### src/hdl/qte_pkg.sv
// ---------------------------------------------------------------------------
// qte_pkg
// Widths, constants, state encodings and the CORDIC arctangent table.
// ---------------------------------------------------------------------------
package qte_pkg;

  localparam int LEN_W  = 15;   // packet length
  localparam int Q_W    = 16;   // raw component
  localparam int AW     = 16;   // angle result
  localparam int PAW    = 15;   // pitch result
  localparam int SW     = 35;   // sum of squares
  localparam int CIW    = 36;   // CORDIC operand in
  localparam int CW     = 40;   // CORDIC datapath
  localparam int ZW     = 33;   // CORDIC angle accumulator
  localparam int MW     = 32;   // multiplier operand
  localparam int PW     = 2 * MW;
  localparam int RW     = 60;   // radicand
  localparam int RTW    = RW / 2;
  localparam int SQW    = RW + 2;

  localparam int CORDIC_STEPS = 24;
  localparam int IW           = $clog2(CORDIC_STEPS);
  localparam int NORM_BIT     = 29;
  localparam int FRAC_BITS    = 16;

  localparam logic [LEN_W-1:0] MAX_LEN_RST = LEN_W'(64);
  localparam logic [LEN_W-1:0] MIN_LEN     = LEN_W'(16);
  localparam logic signed [SW-1:0] S_LIMIT = SW'(1000000000);

  localparam logic signed [ZW-1:0] Z_HALF_TURN = ZW'(18000 * 65536);
  localparam logic signed [ZW-1:0] Z_ROUND     = ZW'(32768);
  localparam logic signed [ZW-1:0] Z_ANG_MAX   = ZW'(18000);
  localparam logic signed [AW-1:0] PITCH_MAX   = AW'(9000);
  localparam logic signed [AW:0]   FULL_TURN   = (AW+1)'(36000);

  typedef enum logic [4:0] {
    S_IDLE, S_MUL, S_MUL_W, S_SUM, S_CHECK, S_ROLL, S_ROLL_W, S_PCHK,
    S_SS, S_SS_W, S_NN, S_NN_W, S_SQRT, S_SQRT_W, S_PITCH, S_PITCH_W,
    S_YAW, S_YAW_W, S_OUT
  } state_e;

  typedef enum logic [1:0] {C_IDLE, C_NORM, C_ITER, C_DONE} cst_e;

  // Component products, computed in this order
  typedef enum logic [3:0] {
    P_XX, P_YY, P_ZZ, P_WW, P_WX, P_YZ, P_WY, P_ZX, P_WZ, P_XY
  } prod_e;

  localparam int NPROD = 10;

  // atan(2^-i) in centidegrees scaled by 2^16, rounded
  function automatic logic signed [ZW-1:0] atan_tab(input logic [IW-1:0] i);
    logic signed [ZW-1:0] v;
    case (i)
      5'd0:  v = ZW'(294912000);
      5'd1:  v = ZW'(174096719);
      5'd2:  v = ZW'(91987925);
      5'd3:  v = ZW'(46694507);
      5'd4:  v = ZW'(23437865);
      5'd5:  v = ZW'(11730358);
      5'd6:  v = ZW'(5866610);
      5'd7:  v = ZW'(2933484);
      5'd8:  v = ZW'(1466764);
      5'd9:  v = ZW'(733385);
      5'd10: v = ZW'(366693);
      5'd11: v = ZW'(183346);
      5'd12: v = ZW'(91673);
      5'd13: v = ZW'(45837);
      5'd14: v = ZW'(22918);
      5'd15: v = ZW'(11459);
      5'd16: v = ZW'(5730);
      5'd17: v = ZW'(2865);
      5'd18: v = ZW'(1432);
      5'd19: v = ZW'(716);
      5'd20: v = ZW'(358);
      5'd21: v = ZW'(179);
      5'd22: v = ZW'(90);
      5'd23: v = ZW'(45);
      default: v = '0;
    endcase
    return v;
  endfunction

endpackage

### src/hdl/qte_in_if.sv
// ---------------------------------------------------------------------------
// qte_in_if
// Report channel: packet length and four raw quaternion components.
// ---------------------------------------------------------------------------
interface qte_in_if;
  logic                     valid;
  logic                     ready;
  logic [14:0]              packet_length;
  logic signed [15:0]       quat_x;
  logic signed [15:0]       quat_y;
  logic signed [15:0]       quat_z;
  logic signed [15:0]       quat_w;

  modport source (output valid, packet_length, quat_x, quat_y, quat_z, quat_w,
                  input ready);
  modport sink (input valid, packet_length, quat_x, quat_y, quat_z, quat_w,
                output ready);
endinterface

### src/hdl/qte_out_if.sv
// ---------------------------------------------------------------------------
// qte_out_if
// Result channel: roll, pitch and yaw in centidegrees plus updated flag.
// ---------------------------------------------------------------------------
interface qte_out_if;
  logic                     valid;
  logic                     ready;
  logic signed [15:0]       roll_centideg;
  logic signed [14:0]       pitch_centideg;
  logic [15:0]              yaw_centideg;
  logic                     updated;

  modport source (output valid, roll_centideg, pitch_centideg, yaw_centideg,
                  updated, input ready);
  modport sink (input valid, roll_centideg, pitch_centideg, yaw_centideg,
                updated, output ready);
endinterface

### src/hdl/qte_mul.sv
// ---------------------------------------------------------------------------
// qte_mul
// Bit-serial signed multiplier: one multiplier bit per cycle on magnitudes.
// ---------------------------------------------------------------------------
module qte_mul (
  input  logic                          clk_i,
  input  logic                          rst_ni,
  input  logic                          start_i,
  input  logic signed [qte_pkg::MW-1:0] a_i,
  input  logic signed [qte_pkg::MW-1:0] b_i,
  output logic                          done_o,
  output logic signed [qte_pkg::PW-1:0] p_o
);

  localparam int CNTW = $clog2(qte_pkg::MW);

  logic                     busy_q;
  logic                     fin_q;
  logic [CNTW-1:0]          cnt_q;
  logic                     neg_q;
  logic [qte_pkg::PW-1:0]   acc_q;
  logic [qte_pkg::PW-1:0]   mc_q;
  logic [qte_pkg::MW-1:0]   mp_q;
  logic [qte_pkg::MW-1:0]   a_mag;
  logic [qte_pkg::MW-1:0]   b_mag;

  assign a_mag = a_i[qte_pkg::MW-1] ? qte_pkg::MW'(-a_i) : qte_pkg::MW'(a_i);
  assign b_mag = b_i[qte_pkg::MW-1] ? qte_pkg::MW'(-b_i) : qte_pkg::MW'(b_i);

  // Control: run one step per multiplier bit, then pulse done
  always_ff @(posedge clk_i or negedge rst_ni) begin
    if (!rst_ni) begin
      busy_q <= 1'b0;
      fin_q  <= 1'b0;
      cnt_q  <= '0;
    end else begin
      fin_q <= 1'b0;
      if (!busy_q && start_i) begin
        busy_q <= 1'b1;
        cnt_q  <= '0;
      end else if (busy_q) begin
        cnt_q <= cnt_q + 1'b1;
        if (cnt_q == CNTW'(qte_pkg::MW - 1)) begin
          busy_q <= 1'b0;
          fin_q  <= 1'b1;
        end
      end
    end
  end

  // Datapath: add shifted multiplicand for each set multiplier bit
  always_ff @(posedge clk_i) begin
    if (!busy_q && start_i) begin
      acc_q <= '0;
      mc_q  <= qte_pkg::PW'(a_mag);
      mp_q  <= b_mag;
      neg_q <= a_i[qte_pkg::MW-1] ^ b_i[qte_pkg::MW-1];
    end else if (busy_q) begin
      if (mp_q[0]) begin
        acc_q <= acc_q + mc_q;
      end
      mc_q <= mc_q << 1;
      mp_q <= mp_q >> 1;
    end
  end

  assign done_o = fin_q;
  assign p_o    = neg_q ? -$signed(acc_q) : $signed(acc_q);

endmodule

### src/hdl/qte_sqrt.sv
// ---------------------------------------------------------------------------
// qte_sqrt
// Serial integer square root, one result bit (two radicand bits) per cycle.
// ---------------------------------------------------------------------------
module qte_sqrt (
  input  logic                        clk_i,
  input  logic                        rst_ni,
  input  logic                        start_i,
  input  logic [qte_pkg::RW-1:0]      v_i,
  output logic                        done_o,
  output logic [qte_pkg::RTW-1:0]     root_o
);

  localparam int KW = $clog2(qte_pkg::RTW + 1);

  logic                    busy_q;
  logic                    fin_q;
  logic [KW-1:0]           k_q;
  logic [qte_pkg::SQW-1:0] v_q;
  logic [qte_pkg::SQW-1:0] r_q;
  logic [qte_pkg::SQW-1:0] bit_w;
  logic [qte_pkg::SQW-1:0] trial;

  assign bit_w = qte_pkg::SQW'(1) << {k_q, 1'b0};
  assign trial = r_q + bit_w;

  // Control: step the bit position down from the top pair to zero
  always_ff @(posedge clk_i or negedge rst_ni) begin
    if (!rst_ni) begin
      busy_q <= 1'b0;
      fin_q  <= 1'b0;
      k_q    <= '0;
    end else begin
      fin_q <= 1'b0;
      if (!busy_q && start_i) begin
        busy_q <= 1'b1;
        k_q    <= KW'(qte_pkg::RTW);
      end else if (busy_q) begin
        k_q <= k_q - 1'b1;
        if (k_q == '0) begin
          busy_q <= 1'b0;
          fin_q  <= 1'b1;
        end
      end
    end
  end

  // Datapath: restoring step, keep the remainder and partial root
  always_ff @(posedge clk_i) begin
    if (!busy_q && start_i) begin
      v_q <= qte_pkg::SQW'(v_i);
      r_q <= '0;
    end else if (busy_q) begin
      if (v_q >= trial) begin
        v_q <= v_q - trial;
        r_q <= (r_q >> 1) + bit_w;
      end else begin
        r_q <= r_q >> 1;
      end
    end
  end

  assign done_o = fin_q;
  assign root_o = r_q[qte_pkg::RTW-1:0];

endmodule

### src/hdl/qte_cordic.sv
// ---------------------------------------------------------------------------
// qte_cordic
// Iterative vectoring CORDIC atan2 in centidegrees, one micro-rotation a cycle.
// ---------------------------------------------------------------------------
module qte_cordic (
  input  logic                           clk_i,
  input  logic                           rst_ni,
  input  logic                           start_i,
  input  logic signed [qte_pkg::CIW-1:0] y_i,
  input  logic signed [qte_pkg::CIW-1:0] x_i,
  output logic                           done_o,
  output logic signed [qte_pkg::AW-1:0]  angle_o
);

  qte_pkg::cst_e state_q, state_d;

  logic signed [qte_pkg::CW-1:0] x_q;
  logic signed [qte_pkg::CW-1:0] y_q;
  logic signed [qte_pkg::ZW-1:0] z_q;
  logic [qte_pkg::IW-1:0]        i_q;
  logic signed [qte_pkg::CW-1:0] x_ext;
  logic signed [qte_pkg::CW-1:0] y_ext;
  logic signed [qte_pkg::CW-1:0] y_abs;
  logic                          both_zero;
  logic                          norm_ok;
  logic signed [qte_pkg::CW-1:0] dx;
  logic signed [qte_pkg::CW-1:0] dy;
  logic signed [qte_pkg::ZW-1:0] z_rnd;

  assign x_ext     = qte_pkg::CW'(x_i);
  assign y_ext     = qte_pkg::CW'(y_i);
  assign both_zero = (x_i == '0) && (y_i == '0);
  assign y_abs     = y_q[qte_pkg::CW-1] ? -y_q : y_q;
  assign norm_ok   = (|x_q[qte_pkg::CW-1:qte_pkg::NORM_BIT]) ||
                     (|y_abs[qte_pkg::CW-1:qte_pkg::NORM_BIT]);
  assign dx        = y_q >>> i_q;
  assign dy        = x_q >>> i_q;

  // State register
  always_ff @(posedge clk_i or negedge rst_ni) begin
    if (!rst_ni) begin
      state_q <= qte_pkg::C_IDLE;
    end else begin
      state_q <= state_d;
    end
  end

  // Next state
  always_comb begin
    state_d = state_q;
    unique case (state_q)
      qte_pkg::C_IDLE: begin
        if (start_i) begin
          state_d = both_zero ? qte_pkg::C_DONE : qte_pkg::C_NORM;
        end
      end
      qte_pkg::C_NORM: begin
        if (norm_ok) begin
          state_d = qte_pkg::C_ITER;
        end
      end
      qte_pkg::C_ITER: begin
        if (i_q == qte_pkg::IW'(qte_pkg::CORDIC_STEPS - 1)) begin
          state_d = qte_pkg::C_DONE;
        end
      end
      qte_pkg::C_DONE: state_d = qte_pkg::C_IDLE;
      default:         state_d = qte_pkg::C_IDLE;
    endcase
  end

  // Datapath: fold into right half plane, normalize, then rotate
  always_ff @(posedge clk_i) begin
    case (state_q)
      qte_pkg::C_IDLE: begin
        i_q <= '0;
        if (start_i) begin
          if (x_i[qte_pkg::CIW-1]) begin
            x_q <= -x_ext;
            y_q <= -y_ext;
            z_q <= y_i[qte_pkg::CIW-1] ? -qte_pkg::Z_HALF_TURN : qte_pkg::Z_HALF_TURN;
          end else begin
            x_q <= x_ext;
            y_q <= y_ext;
            z_q <= '0;
          end
        end
      end
      qte_pkg::C_NORM: begin
        if (!norm_ok) begin
          x_q <= x_q <<< 1;
          y_q <= y_q <<< 1;
        end
      end
      qte_pkg::C_ITER: begin
        if (y_q > 0) begin
          x_q <= x_q + dx;
          y_q <= y_q - dy;
          z_q <= z_q + qte_pkg::atan_tab(i_q);
        end else begin
          x_q <= x_q - dx;
          y_q <= y_q + dy;
          z_q <= z_q - qte_pkg::atan_tab(i_q);
        end
        i_q <= i_q + 1'b1;
      end
      default: ;
    endcase
  end

  // Round to centidegrees and clamp to a half turn
  always_comb begin
    z_rnd = (z_q + qte_pkg::Z_ROUND) >>> qte_pkg::FRAC_BITS;
    if (z_rnd > qte_pkg::Z_ANG_MAX) begin
      z_rnd = qte_pkg::Z_ANG_MAX;
    end else if (z_rnd < -qte_pkg::Z_ANG_MAX) begin
      z_rnd = -qte_pkg::Z_ANG_MAX;
    end
  end

  assign angle_o = qte_pkg::AW'(z_rnd);
  assign done_o  = (state_q == qte_pkg::C_DONE);

endmodule

### src/hdl/quaternion_to_euler_angles_core.sv
// ---------------------------------------------------------------------------
// quaternion_to_euler_angles_core
// Converts a raw orientation quaternion report to roll, pitch and yaw.
// ---------------------------------------------------------------------------
// Usage:
//   in_i  takes one report beat (packet length and x, y, z, w) when valid and
//         ready are both high; ready is high only while the block is idle.
//   out_o gives one result beat per report: roll, pitch, yaw in centidegrees
//         and updated. A rejected report (length outside 16..max, or a sum of
//         squares of zero or of 10^9 and above) returns the held angles with
//         updated low.
//   cfg_we_i / cfg_wdata_i write the maximum packet length (reset 64).
// Work per report: the bit-serial multiplier (ten component products, and
//   two more for the pitch radicand), up to three CORDIC runs (normalize
//   steps plus 24 rotations each) and the 31-step square root. A rejected
//   report stops after the ten products. One report is in work at a time.
// Reset clears the held angles to zero, the result valid flag and the state.
// A stalled receiver holds the result beat; the next report is still taken
//   and computed, and waits for the result register to drain.
// ---------------------------------------------------------------------------
module quaternion_to_euler_angles_core (
  input  logic                          clk_i,
  input  logic                          rst_ni,
  input  logic                          cfg_we_i,
  input  logic [qte_pkg::LEN_W-1:0]     cfg_wdata_i,
  qte_in_if.sink                        in_i,
  qte_out_if.source                     out_o
);

  qte_pkg::state_e state_q, state_d;
  qte_pkg::prod_e  k_q;

  logic [qte_pkg::LEN_W-1:0]       max_len_q;
  logic [qte_pkg::LEN_W-1:0]       len_q;
  logic signed [qte_pkg::Q_W-1:0]  qx_q, qy_q, qz_q, qw_q;
  logic signed [qte_pkg::MW-1:0]   prod_q [qte_pkg::NPROD];
  logic signed [qte_pkg::SW-1:0]   s_q;
  logic signed [qte_pkg::CIW-1:0]  ry_q, rx_q, n_q, wy_q, wx_q;
  logic [qte_pkg::RW-1:0]          ss_q;
  logic [qte_pkg::RW-1:0]          rem_q;
  logic [qte_pkg::RTW-1:0]         root_q;
  logic signed [qte_pkg::AW-1:0]   held_roll_q;
  logic signed [qte_pkg::PAW-1:0]  held_pitch_q;
  logic [qte_pkg::AW-1:0]          held_yaw_q;
  logic                            upd_q;

  logic                            out_valid_q;
  logic signed [qte_pkg::AW-1:0]   out_roll_q;
  logic signed [qte_pkg::PAW-1:0]  out_pitch_q;
  logic [qte_pkg::AW-1:0]          out_yaw_q;
  logic                            out_upd_q;

  logic                            in_fire;
  logic                            out_fire;
  logic                            out_free;
  logic                            rep_ok;
  logic signed [qte_pkg::CIW-1:0]  n_abs;
  logic                            pitch_sat;

  logic                            mul_start, mul_done;
  logic signed [qte_pkg::MW-1:0]   mul_a, mul_b;
  logic signed [qte_pkg::PW-1:0]   mul_p;
  logic                            sqrt_start, sqrt_done;
  logic [qte_pkg::RTW-1:0]         sqrt_root;
  logic                            cord_start, cord_done;
  logic signed [qte_pkg::CIW-1:0]  cord_y, cord_x;
  logic signed [qte_pkg::AW-1:0]   cord_ang;
  logic signed [qte_pkg::AW-1:0]   pitch_clamped;
  logic signed [qte_pkg::AW:0]     yaw_wrapped;

  assign in_fire  = in_i.valid && in_i.ready;
  assign out_fire = out_valid_q && out_o.ready;
  assign out_free = !out_valid_q || out_o.ready;
  assign in_i.ready = (state_q == qte_pkg::S_IDLE);

  assign rep_ok = (len_q >= qte_pkg::MIN_LEN) && (len_q <= max_len_q) &&
                  (s_q != '0) && (s_q < qte_pkg::S_LIMIT);
  assign n_abs     = n_q[qte_pkg::CIW-1] ? -n_q : n_q;
  assign pitch_sat = (n_abs >= qte_pkg::CIW'(s_q));

  // Serial units; the multiplier and the CORDIC are shared between steps
  qte_mul u_mul (
    .clk_i   (clk_i),
    .rst_ni  (rst_ni),
    .start_i (mul_start),
    .a_i     (mul_a),
    .b_i     (mul_b),
    .done_o  (mul_done),
    .p_o     (mul_p)
  );

  qte_sqrt u_sqrt (
    .clk_i   (clk_i),
    .rst_ni  (rst_ni),
    .start_i (sqrt_start),
    .v_i     (rem_q),
    .done_o  (sqrt_done),
    .root_o  (sqrt_root)
  );

  qte_cordic u_cordic (
    .clk_i   (clk_i),
    .rst_ni  (rst_ni),
    .start_i (cord_start),
    .y_i     (cord_y),
    .x_i     (cord_x),
    .done_o  (cord_done),
    .angle_o (cord_ang)
  );

  // Multiplier operand select
  always_comb begin
    mul_a = qte_pkg::MW'(qx_q);
    mul_b = qte_pkg::MW'(qx_q);
    if (state_q == qte_pkg::S_SS) begin
      mul_a = qte_pkg::MW'(s_q);
      mul_b = qte_pkg::MW'(s_q);
    end else if (state_q == qte_pkg::S_NN) begin
      mul_a = qte_pkg::MW'(n_q);
      mul_b = qte_pkg::MW'(n_q);
    end else begin
      unique case (k_q)
        qte_pkg::P_XX: begin mul_a = qte_pkg::MW'(qx_q); mul_b = qte_pkg::MW'(qx_q); end
        qte_pkg::P_YY: begin mul_a = qte_pkg::MW'(qy_q); mul_b = qte_pkg::MW'(qy_q); end
        qte_pkg::P_ZZ: begin mul_a = qte_pkg::MW'(qz_q); mul_b = qte_pkg::MW'(qz_q); end
        qte_pkg::P_WW: begin mul_a = qte_pkg::MW'(qw_q); mul_b = qte_pkg::MW'(qw_q); end
        qte_pkg::P_WX: begin mul_a = qte_pkg::MW'(qw_q); mul_b = qte_pkg::MW'(qx_q); end
        qte_pkg::P_YZ: begin mul_a = qte_pkg::MW'(qy_q); mul_b = qte_pkg::MW'(qz_q); end
        qte_pkg::P_WY: begin mul_a = qte_pkg::MW'(qw_q); mul_b = qte_pkg::MW'(qy_q); end
        qte_pkg::P_ZX: begin mul_a = qte_pkg::MW'(qz_q); mul_b = qte_pkg::MW'(qx_q); end
        qte_pkg::P_WZ: begin mul_a = qte_pkg::MW'(qw_q); mul_b = qte_pkg::MW'(qz_q); end
        qte_pkg::P_XY: begin mul_a = qte_pkg::MW'(qx_q); mul_b = qte_pkg::MW'(qy_q); end
        default: ;
      endcase
    end
  end

  // CORDIC operand select
  always_comb begin
    case (state_q)
      qte_pkg::S_PITCH: begin
        cord_y = n_q;
        cord_x = $signed(qte_pkg::CIW'(root_q));
      end
      qte_pkg::S_YAW: begin
        cord_y = wy_q;
        cord_x = wx_q;
      end
      default: begin
        cord_y = ry_q;
        cord_x = rx_q;
      end
    endcase
  end

  // Pitch clamp and yaw wrap
  always_comb begin
    pitch_clamped = cord_ang;
    if (cord_ang > qte_pkg::PITCH_MAX) begin
      pitch_clamped = qte_pkg::PITCH_MAX;
    end else if (cord_ang < -qte_pkg::PITCH_MAX) begin
      pitch_clamped = -qte_pkg::PITCH_MAX;
    end
    yaw_wrapped = (qte_pkg::AW+1)'(cord_ang);
    if (cord_ang[qte_pkg::AW-1]) begin
      yaw_wrapped = yaw_wrapped + qte_pkg::FULL_TURN;
    end
  end

  // State register
  always_ff @(posedge clk_i or negedge rst_ni) begin
    if (!rst_ni) begin
      state_q <= qte_pkg::S_IDLE;
    end else begin
      state_q <= state_d;
    end
  end

  // Sequencer: next state and unit starts
  always_comb begin
    state_d    = state_q;
    mul_start  = 1'b0;
    sqrt_start = 1'b0;
    cord_start = 1'b0;
    unique case (state_q)
      qte_pkg::S_IDLE:    if (in_fire) state_d = qte_pkg::S_MUL;
      qte_pkg::S_MUL: begin
        mul_start = 1'b1;
        state_d   = qte_pkg::S_MUL_W;
      end
      qte_pkg::S_MUL_W: begin
        if (mul_done) begin
          state_d = (k_q == qte_pkg::P_XY) ? qte_pkg::S_SUM : qte_pkg::S_MUL;
        end
      end
      qte_pkg::S_SUM:     state_d = qte_pkg::S_CHECK;
      qte_pkg::S_CHECK:   state_d = rep_ok ? qte_pkg::S_ROLL : qte_pkg::S_OUT;
      qte_pkg::S_ROLL: begin
        cord_start = 1'b1;
        state_d    = qte_pkg::S_ROLL_W;
      end
      qte_pkg::S_ROLL_W:  if (cord_done) state_d = qte_pkg::S_PCHK;
      qte_pkg::S_PCHK:    state_d = pitch_sat ? qte_pkg::S_YAW : qte_pkg::S_SS;
      qte_pkg::S_SS: begin
        mul_start = 1'b1;
        state_d   = qte_pkg::S_SS_W;
      end
      qte_pkg::S_SS_W:    if (mul_done) state_d = qte_pkg::S_NN;
      qte_pkg::S_NN: begin
        mul_start = 1'b1;
        state_d   = qte_pkg::S_NN_W;
      end
      qte_pkg::S_NN_W:    if (mul_done) state_d = qte_pkg::S_SQRT;
      qte_pkg::S_SQRT: begin
        sqrt_start = 1'b1;
        state_d    = qte_pkg::S_SQRT_W;
      end
      qte_pkg::S_SQRT_W:  if (sqrt_done) state_d = qte_pkg::S_PITCH;
      qte_pkg::S_PITCH: begin
        cord_start = 1'b1;
        state_d    = qte_pkg::S_PITCH_W;
      end
      qte_pkg::S_PITCH_W: if (cord_done) state_d = qte_pkg::S_YAW;
      qte_pkg::S_YAW: begin
        cord_start = 1'b1;
        state_d    = qte_pkg::S_YAW_W;
      end
      qte_pkg::S_YAW_W:   if (cord_done) state_d = qte_pkg::S_OUT;
      qte_pkg::S_OUT:     if (out_free) state_d = qte_pkg::S_IDLE;
      default:            state_d = qte_pkg::S_IDLE;
    endcase
  end

  // Control registers: config, product index, held angles, result beat
  always_ff @(posedge clk_i or negedge rst_ni) begin
    if (!rst_ni) begin
      max_len_q    <= qte_pkg::MAX_LEN_RST;
      k_q          <= qte_pkg::P_XX;
      held_roll_q  <= '0;
      held_pitch_q <= '0;
      held_yaw_q   <= '0;
      upd_q        <= 1'b0;
      out_valid_q  <= 1'b0;
    end else begin
      if (cfg_we_i) begin
        max_len_q <= cfg_wdata_i;
      end
      if (in_fire) begin
        k_q <= qte_pkg::P_XX;
      end else if (state_q == qte_pkg::S_MUL_W && mul_done && k_q != qte_pkg::P_XY) begin
        k_q <= qte_pkg::prod_e'(k_q + 1'b1);
      end
      if (state_q == qte_pkg::S_CHECK) begin
        upd_q <= rep_ok;
      end
      if (state_q == qte_pkg::S_ROLL_W && cord_done) begin
        held_roll_q <= cord_ang;
      end
      if (state_q == qte_pkg::S_PCHK && pitch_sat) begin
        held_pitch_q <= n_q[qte_pkg::CIW-1] ? -qte_pkg::PAW'(qte_pkg::PITCH_MAX)
                                             : qte_pkg::PAW'(qte_pkg::PITCH_MAX);
      end
      if (state_q == qte_pkg::S_PITCH_W && cord_done) begin
        held_pitch_q <= qte_pkg::PAW'(pitch_clamped);
      end
      if (state_q == qte_pkg::S_YAW_W && cord_done) begin
        held_yaw_q <= qte_pkg::AW'(yaw_wrapped);
      end
      // drop the beat once taken, then load the next one
      if (out_fire) begin
        out_valid_q <= 1'b0;
      end
      if (state_q == qte_pkg::S_OUT && out_free) begin
        out_valid_q <= 1'b1;
      end
    end
  end

  // Datapath registers
  always_ff @(posedge clk_i) begin
    if (in_fire) begin
      len_q <= in_i.packet_length;
      qx_q  <= in_i.quat_x;
      qy_q  <= in_i.quat_y;
      qz_q  <= in_i.quat_z;
      qw_q  <= in_i.quat_w;
    end
    if (state_q == qte_pkg::S_MUL_W && mul_done) begin
      prod_q[k_q] <= qte_pkg::MW'(mul_p);
    end
    if (state_q == qte_pkg::S_SUM) begin
      s_q <= qte_pkg::SW'(prod_q[qte_pkg::P_WW]) + qte_pkg::SW'(prod_q[qte_pkg::P_XX]) +
             qte_pkg::SW'(prod_q[qte_pkg::P_YY]) + qte_pkg::SW'(prod_q[qte_pkg::P_ZZ]);
    end
    if (state_q == qte_pkg::S_CHECK) begin
      ry_q <= (qte_pkg::CIW'(prod_q[qte_pkg::P_WX]) +
               qte_pkg::CIW'(prod_q[qte_pkg::P_YZ])) <<< 1;
      rx_q <= qte_pkg::CIW'(s_q) - ((qte_pkg::CIW'(prod_q[qte_pkg::P_XX]) +
               qte_pkg::CIW'(prod_q[qte_pkg::P_YY])) <<< 1);
      n_q  <= (qte_pkg::CIW'(prod_q[qte_pkg::P_WY]) -
               qte_pkg::CIW'(prod_q[qte_pkg::P_ZX])) <<< 1;
      wy_q <= (qte_pkg::CIW'(prod_q[qte_pkg::P_WZ]) +
               qte_pkg::CIW'(prod_q[qte_pkg::P_XY])) <<< 1;
      wx_q <= qte_pkg::CIW'(s_q) - ((qte_pkg::CIW'(prod_q[qte_pkg::P_YY]) +
               qte_pkg::CIW'(prod_q[qte_pkg::P_ZZ])) <<< 1);
    end
    if (state_q == qte_pkg::S_SS_W && mul_done) begin
      ss_q <= mul_p[qte_pkg::RW-1:0];
    end
    if (state_q == qte_pkg::S_NN_W && mul_done) begin
      rem_q <= ss_q - mul_p[qte_pkg::RW-1:0];
    end
    if (state_q == qte_pkg::S_SQRT_W && sqrt_done) begin
      root_q <= sqrt_root;
    end
    if (state_q == qte_pkg::S_OUT && out_free) begin
      out_roll_q  <= held_roll_q;
      out_pitch_q <= held_pitch_q;
      out_yaw_q   <= held_yaw_q;
      out_upd_q   <= upd_q;
    end
  end

  assign out_o.valid          = out_valid_q;
  assign out_o.roll_centideg  = out_roll_q;
  assign out_o.pitch_centideg = out_pitch_q;
  assign out_o.yaw_centideg   = out_yaw_q;
  assign out_o.updated        = out_upd_q;

endmodule

### src/flat_wrapper.sv
// flat-port wrapper written by rule: the top's interface ports become plain ports
module quaternion_to_euler_angles_core_flat 
  (clk_i, rst_ni, cfg_we_i, cfg_wdata_i, in_i_valid, in_i_packet_length, in_i_quat_x, in_i_quat_y, in_i_quat_z, in_i_quat_w, in_i_ready, out_o_valid, out_o_roll_centideg, out_o_pitch_centideg, out_o_yaw_centideg, out_o_updated, out_o_ready);
  qte_in_if in_i_i ();
  qte_out_if out_o_i ();
  input  logic clk_i;
  input  logic rst_ni;
  input  logic cfg_we_i;
  input  logic [qte_pkg::LEN_W-1:0] cfg_wdata_i;
  input wire logic [$bits(in_i_i.valid)-1:0] in_i_valid;
  input wire logic [$bits(in_i_i.packet_length)-1:0] in_i_packet_length;
  input wire logic [$bits(in_i_i.quat_x)-1:0] in_i_quat_x;
  input wire logic [$bits(in_i_i.quat_y)-1:0] in_i_quat_y;
  input wire logic [$bits(in_i_i.quat_z)-1:0] in_i_quat_z;
  input wire logic [$bits(in_i_i.quat_w)-1:0] in_i_quat_w;
  output wire logic [$bits(in_i_i.ready)-1:0] in_i_ready;
  output wire logic [$bits(out_o_i.valid)-1:0] out_o_valid;
  output wire logic [$bits(out_o_i.roll_centideg)-1:0] out_o_roll_centideg;
  output wire logic [$bits(out_o_i.pitch_centideg)-1:0] out_o_pitch_centideg;
  output wire logic [$bits(out_o_i.yaw_centideg)-1:0] out_o_yaw_centideg;
  output wire logic [$bits(out_o_i.updated)-1:0] out_o_updated;
  input wire logic [$bits(out_o_i.ready)-1:0] out_o_ready;
  assign in_i_i.valid = in_i_valid;
  assign in_i_i.packet_length = in_i_packet_length;
  assign in_i_i.quat_x = in_i_quat_x;
  assign in_i_i.quat_y = in_i_quat_y;
  assign in_i_i.quat_z = in_i_quat_z;
  assign in_i_i.quat_w = in_i_quat_w;
  assign in_i_ready = in_i_i.ready;
  assign out_o_valid = out_o_i.valid;
  assign out_o_roll_centideg = out_o_i.roll_centideg;
  assign out_o_pitch_centideg = out_o_i.pitch_centideg;
  assign out_o_yaw_centideg = out_o_i.yaw_centideg;
  assign out_o_updated = out_o_i.updated;
  assign out_o_i.ready = out_o_ready;
  quaternion_to_euler_angles_core u_core (.clk_i(clk_i), .rst_ni(rst_ni), .cfg_we_i(cfg_we_i), .cfg_wdata_i(cfg_wdata_i), .in_i(in_i_i), .out_o(out_o_i));
endmodule
### config.mk
export PLATFORM = sky130hd
export DESIGN_NAME = quaternion_to_euler_angles_core_flat
export DESIGN_NICKNAME = d
export VERILOG_FILES = /design/src/hdl/qte_pkg.sv /design/src/hdl/qte_in_if.sv /design/src/hdl/qte_out_if.sv /design/src/hdl/qte_mul.sv /design/src/hdl/qte_sqrt.sv /design/src/hdl/qte_cordic.sv /design/src/hdl/quaternion_to_euler_angles_core.sv /design/src/flat_wrapper.sv
export SDC_FILE = /design/constraint.sdc
export NUM_CORES = 2
export LEC_CHECK = 0
export BUFFER_PORTS_ARGS = -buffer_cell sky130_fd_sc_hd__buf_2
export CAP_MARGIN = 25
export CORE_MARGIN = 1.5
export CORE_UTILIZATION = 34
export CTS_CLUSTER_SIZE = 20
export DETAILED_ROUTE_END_ITERATION = 10
export GPL_ROUTABILITY_DRIVEN = 0
export PLACE_DENSITY = 0.54
export RECOVER_POWER = 25
export SYNTH_ARGS = -nofsm -noshare
export SYNTH_HDL_FRONTEND = slang
export SYNTH_SLANG_ARGS = --single-unit
### constraint.sdc
create_clock -name clk_i -period 19.1 [get_ports clk_i]
set_clock_uncertainty 0.15 [all_clocks]
set_input_delay 2.865 -clock clk_i [delete_from_list [all_inputs] [get_ports clk_i]]
set_output_delay 2.865 -clock clk_i [all_outputs]
set_load 0.005 [all_outputs]
==> tab_implementation.tex <==
\begin{tabular}{lr}
\hline
Metric & Value \\
\hline
\multicolumn{2}{l}{\textbf{Placed design}} \\
Post-Place Setup Slack & 9980 ps \\
IO Port Bufs & 148 \\
Detailed placer's ending HPWL & 238000 microns \\
\multicolumn{2}{l}{\textbf{Synthesis}} \\
Proportion of synthesized chip area in sequential cells & 38.5\% \\
Fraction of registers with async set/reset & 6.77\% \\
Post-Synthesis Cell Area & between 90000 and 100000 sq um \\
XOR/XNOR share of the synthesized area & roughly 8.7\% \\
Gate count of the mapped netlist & 10236 \\
EDFF count, synth & 1045 \\
Cell variety after synth & 111 \\
Post-Synth Simple-Gate Area & 14.7\% \\
Synthesized-area fraction occupied by ao, oa, aoi and oai cells & between 20\% and 30\% \\
Combinational family with the most area after synthesis & compound AO/OA/AOI/OAI gates \\
Register bit total from synthesis & $\sim$1300 \\
Warnings from Yosys & 0 \\
Adder-cell area share of the yosys netlist & between 10\% and 20\% \\
Proportion of synthesized area in mux cells & 3.88\% \\
Mean cell area of the mapped netlist & 9.45 sq um \\
Most common flop cell mapped by yosys & edfxtp\_1 \\
\multicolumn{2}{l}{\textbf{Global routing}} \\
Overflow left after global routing & 0 \\
Total global routing track utilization & 21.0\% \\
Number of global-route vias before repair & 75789 \\
Antenna violations before repair & 7 \\
Wire length of the first global-routing pass & 469000 microns \\
Pin count of the biggest net entering global routing & slightly below 90 \\
\multicolumn{2}{l}{\textbf{Floorplanning}} \\
Cell Rows & 195 \\
Core footprint & around 280000 sq um \\
Initial standard-cell utilization of the core & 34.2\% \\
Die span in y & roughly 540 microns \\
Total Die Area & 288000 sq um \\
Die width & 536 microns \\
I/O pins & 149 \\
\multicolumn{2}{l}{\textbf{Setup path}} \\
Worst r2r dst & u\_core.u\_cordic.x\_q[39]\$\_DFFE\_PP\_ \\
Highest net fanout along the worst path & between 50 and 60 \\
Worst path slowest cell & clkbuf\_1 \\
Setup crit end kind & flip-flop \\
Register-to-register setup slack & roughly 8900 ps \\
Crit path launch type & flip-flop \\
Worst Reg2Reg Path Length in Cells & 25 \\
Maximum cell stage delay along the critical path & 2270 ps \\
Worst setup path category & flip-flop to flip-flop \\
WP data arrival & 10620 ps \\
Worst flop-to-flop path startpoint & u\_core.u\_cordic.i\_q[1]\$\_DFFE\_PN\_ \\
Required time at the worst-slack endpoint & 19490 ps \\
Critical path launch point & u\_core.u\_cordic.i\_q[1]\$\_DFFE\_PN\_ \\
\multicolumn{2}{l}{\textbf{Detailed routing}} \\
Detailed-route wire length & 315000 microns \\
Drt wl/cell & 22.3 microns \\
Number of optimization iterations in the first detailed-route pass & 9 \\
Final antenna-violating net count & 0 \\
Number of vias after detailed routing & 80745 \\
Detailed-route vias per instance & 5.72 \\
Starting DRC count in detailed routing & 7805 \\
Post-detailed-route DRC marker count & 1 \\
\multicolumn{2}{l}{\textbf{Status}} \\
Run status & finished, violations left \\
Violations in the final reports & DRC, capacitance limit, slew limit \\
\multicolumn{2}{l}{\textbf{Final layout}} \\
Final-stage net count & 11122 \\
Area used by sequential logic in the layout & 37200 sq um \\
Area of the multi-input gates & approximately 56000 sq um \\
Relative area change from synthesis to final layout & 10.5\% \\
Total of fill cells in the finished design & 27800 \\
Ratio of cells with drive above 1 in the final layout & under 10\% \\
\multicolumn{2}{l}{\textbf{Clock network}} \\
Inserted Clock Buffers & 158 \\
Clock transition at path regs & roughly 60 ps \\
Hold buffers post-CTS & 0 \\
Root cell of the clock tree & clkbuf\_16 \\
Post-CTS setup buffer count & 0 \\
Skew-Pair Late Insertion Delay & 850 ps \\
CTS tree & built \\
Clk sink count & between 1000 and 1500 \\
Post-cts gate resize count & 0 \\
Level count of the clock H-tree & 4 \\
Clock tree buffer depth & 4 \\
\multicolumn{2}{l}{\textbf{Timing}} \\
Period Utilization, post-route & 53.6\% \\
Final setup viols & 0 \\
Transition time of the tightest slew-check pin & 3260 ps \\
Count of final hold-check violations & 0 \\
Worst relative slew slack & -117\% \\
Final max-slew violation count & 403 \\
Setup repair after global routing missed its margin & no \\
Fin crit period & about 10000 ps \\
FMAX & between 90 and 100 MHz \\
Total negative setup slack & 0 ps \\
Min setup slack post-route & 8860 ps \\
\multicolumn{2}{l}{\textbf{Power}} \\
Leakage power & 41.4 nW \\
Maximum vdd ir drop & 0.000171 V \\
P per Cell Area & 205 nW/um\^{}2 \\
Total chip power & approximately 22 mW \\
\multicolumn{2}{l}{\textbf{Flow run}} \\
Max Cap Viol & 10 \\
\multicolumn{2}{l}{\textbf{Worst hold path}} \\
Worst Hold Depth & 0 \\
Min-Delay Path Class & flip-flop to flip-flop \\
Worst Hold End & u\_core.out\_o.roll\_centideg[2]\$\_DFFE\_PP\_ \\
Worst min-delay path startpoint & u\_core.held\_roll\_q[2]\$\_DFFE\_PN0P\_ \\
\hline
\end{tabular}
==> cells in the final DEF, fill, tap and decap left out, drive strengths merged, types with 59 or more instances in the layout <==
cell type  Yosys  layout
o21a         125     125
nand4         93      93
o31ai         92      92
o21bai        80      80
inv          427     431
nor2         752     752
a21o         322     322
mux2          61      61
nand2b       115     115
ha           717     717
a31oi        106     106
nand3        231     231
dfrtp         88      88
a22oi         71      71
and2          70      70
nand2        976     976
a21oi        785     785
a211oi        59      59
a221o         60      60
mux2i         81      81
xnor2        612     612
mux4         100     100
xor2         352     352
clkbuf       358     261
dfxtp        181     181
nor3         185     185
or3           64      64
o21ai        853     853
nor4          67      67
nor2b        126     126
and3         122     122
edfxtp      1045    1045
buf           87     241
==> flip-flops by register name, summed over array words and instances (netlist names), 60 cells and up, named ones only <==
register	flops
u_core.prod_q	320
u_core.rem_q	60
u_core.ss_q	60
u_core.u_mul.acc_q	60
u_core.u_mul.mc_q	60
u_core.u_sqrt.r_q	62
u_core.u_sqrt.v_q	62
==> metal layers <==
layer / global-route usage (%) / wire length, microns / vias to the layer above
met5: 0 / 13 / -
met3: 2.57 / 21700 / 460
li1: - / - / 38080
met1: 30.1 / 145000 / 39104
met4: 7.67 / 11900 / 2
met2: 32.4 / 136000 / 3099
==> final cells by class <==
type | count | area share, %
Inverter | 427 | 1.51
Multi-Input combinational cell | 8050 | 52.7
Timing Repair Buffer | 307 | 1.73
Clock inverter | 86 | 0.857
Sequential cell | 1315 | 34.8
Clock buffer | 195 | 4.04
Tap cell | 3743 | 4.38
Antenna cell | 1 | 0.00234
==> cell families (layout without fill, tap and decap cells) <==
group | after synthesis | in the layout
buffers and inverters | 872 | 1015
AND/OR/NAND/NOR | 2978 | 2978
flip-flops | 1315 | 1315
multiplexers | 242 | 242
other | 1 | 3
adder cells (fa/ha/maj) | 769 | 769
XOR/XNOR | 964 | 964
AO/OA/AOI/OAI | 3095 | 3095
==> synthesized netlist by cell type (230+ instances only) <==
cell type  count  share of area [%]
inv_1        427                1.7
a21o_1       322                2.5
nand3_1      230                1.2
xnor2_1      612                5.5
edfxtp_1    1045                 32
o21ai_0      840                4.3
ha_1         717                9.3
a21oi_1      784                4.1
nand2_1      975                3.8
nor2_1       751                2.9
xor2_1       352                3.2
clkbuf_1     356                1.4
==> worst max-delay path, delay by kind of cell, from the launching register on <==
kind	cells	cell delay (ps)
buf+inv	2	3170
xor+xnor	2	440
mux	3	1740
simple gates	6	1130
fa+ha+maj	1	360
compound gates	11	2610
flops	1	310
==> power breakdown <==
part	switching [mW]	total, mW	internal, mW
combinational	8.39	13.7	5.27
clock	1.26	3.10	1.84
sequential	0.882	5.16	4.28
==> worst max-delay path by stage <==
| stage | end | slack, ps | cells after the start |
|---|---|---|---|
| after global placement | u_core.u_sqrt.v_q[10]$_DFFE_PP_ | 9930 | 29 |
| after floorplan | u_core.u_cordic.x_q[0]$_DFFE_PP_ | 10560 | 10 |
| after detailed placement | u_core.u_sqrt.v_q[11]$_DFFE_PP_ | 9980 | 29 |
| after CTS | u_core.u_sqrt.v_q[38]$_DFFE_PP_ | 9970 | 29 |
| final | u_core.u_cordic.x_q[39]$_DFFE_PP_ | 8860 | 25 |
| after global routing | u_core.u_cordic.x_q[39]$_DFFE_PP_ | 7890 | 25 |
==> metrics by stage <==
stage	util, %	instances	instance area (sq um)	hold slack, ps
floorplan	-	10237	96800	256
global placement	36.0	13833	102000	279
detailed placement	36.0	13837	102000	282
CTS	37.8	14118	107000	296
global route	37.8	14124	107000	301
finish	37.8	14124	107000	295
(Power assumes the default switching activity.)
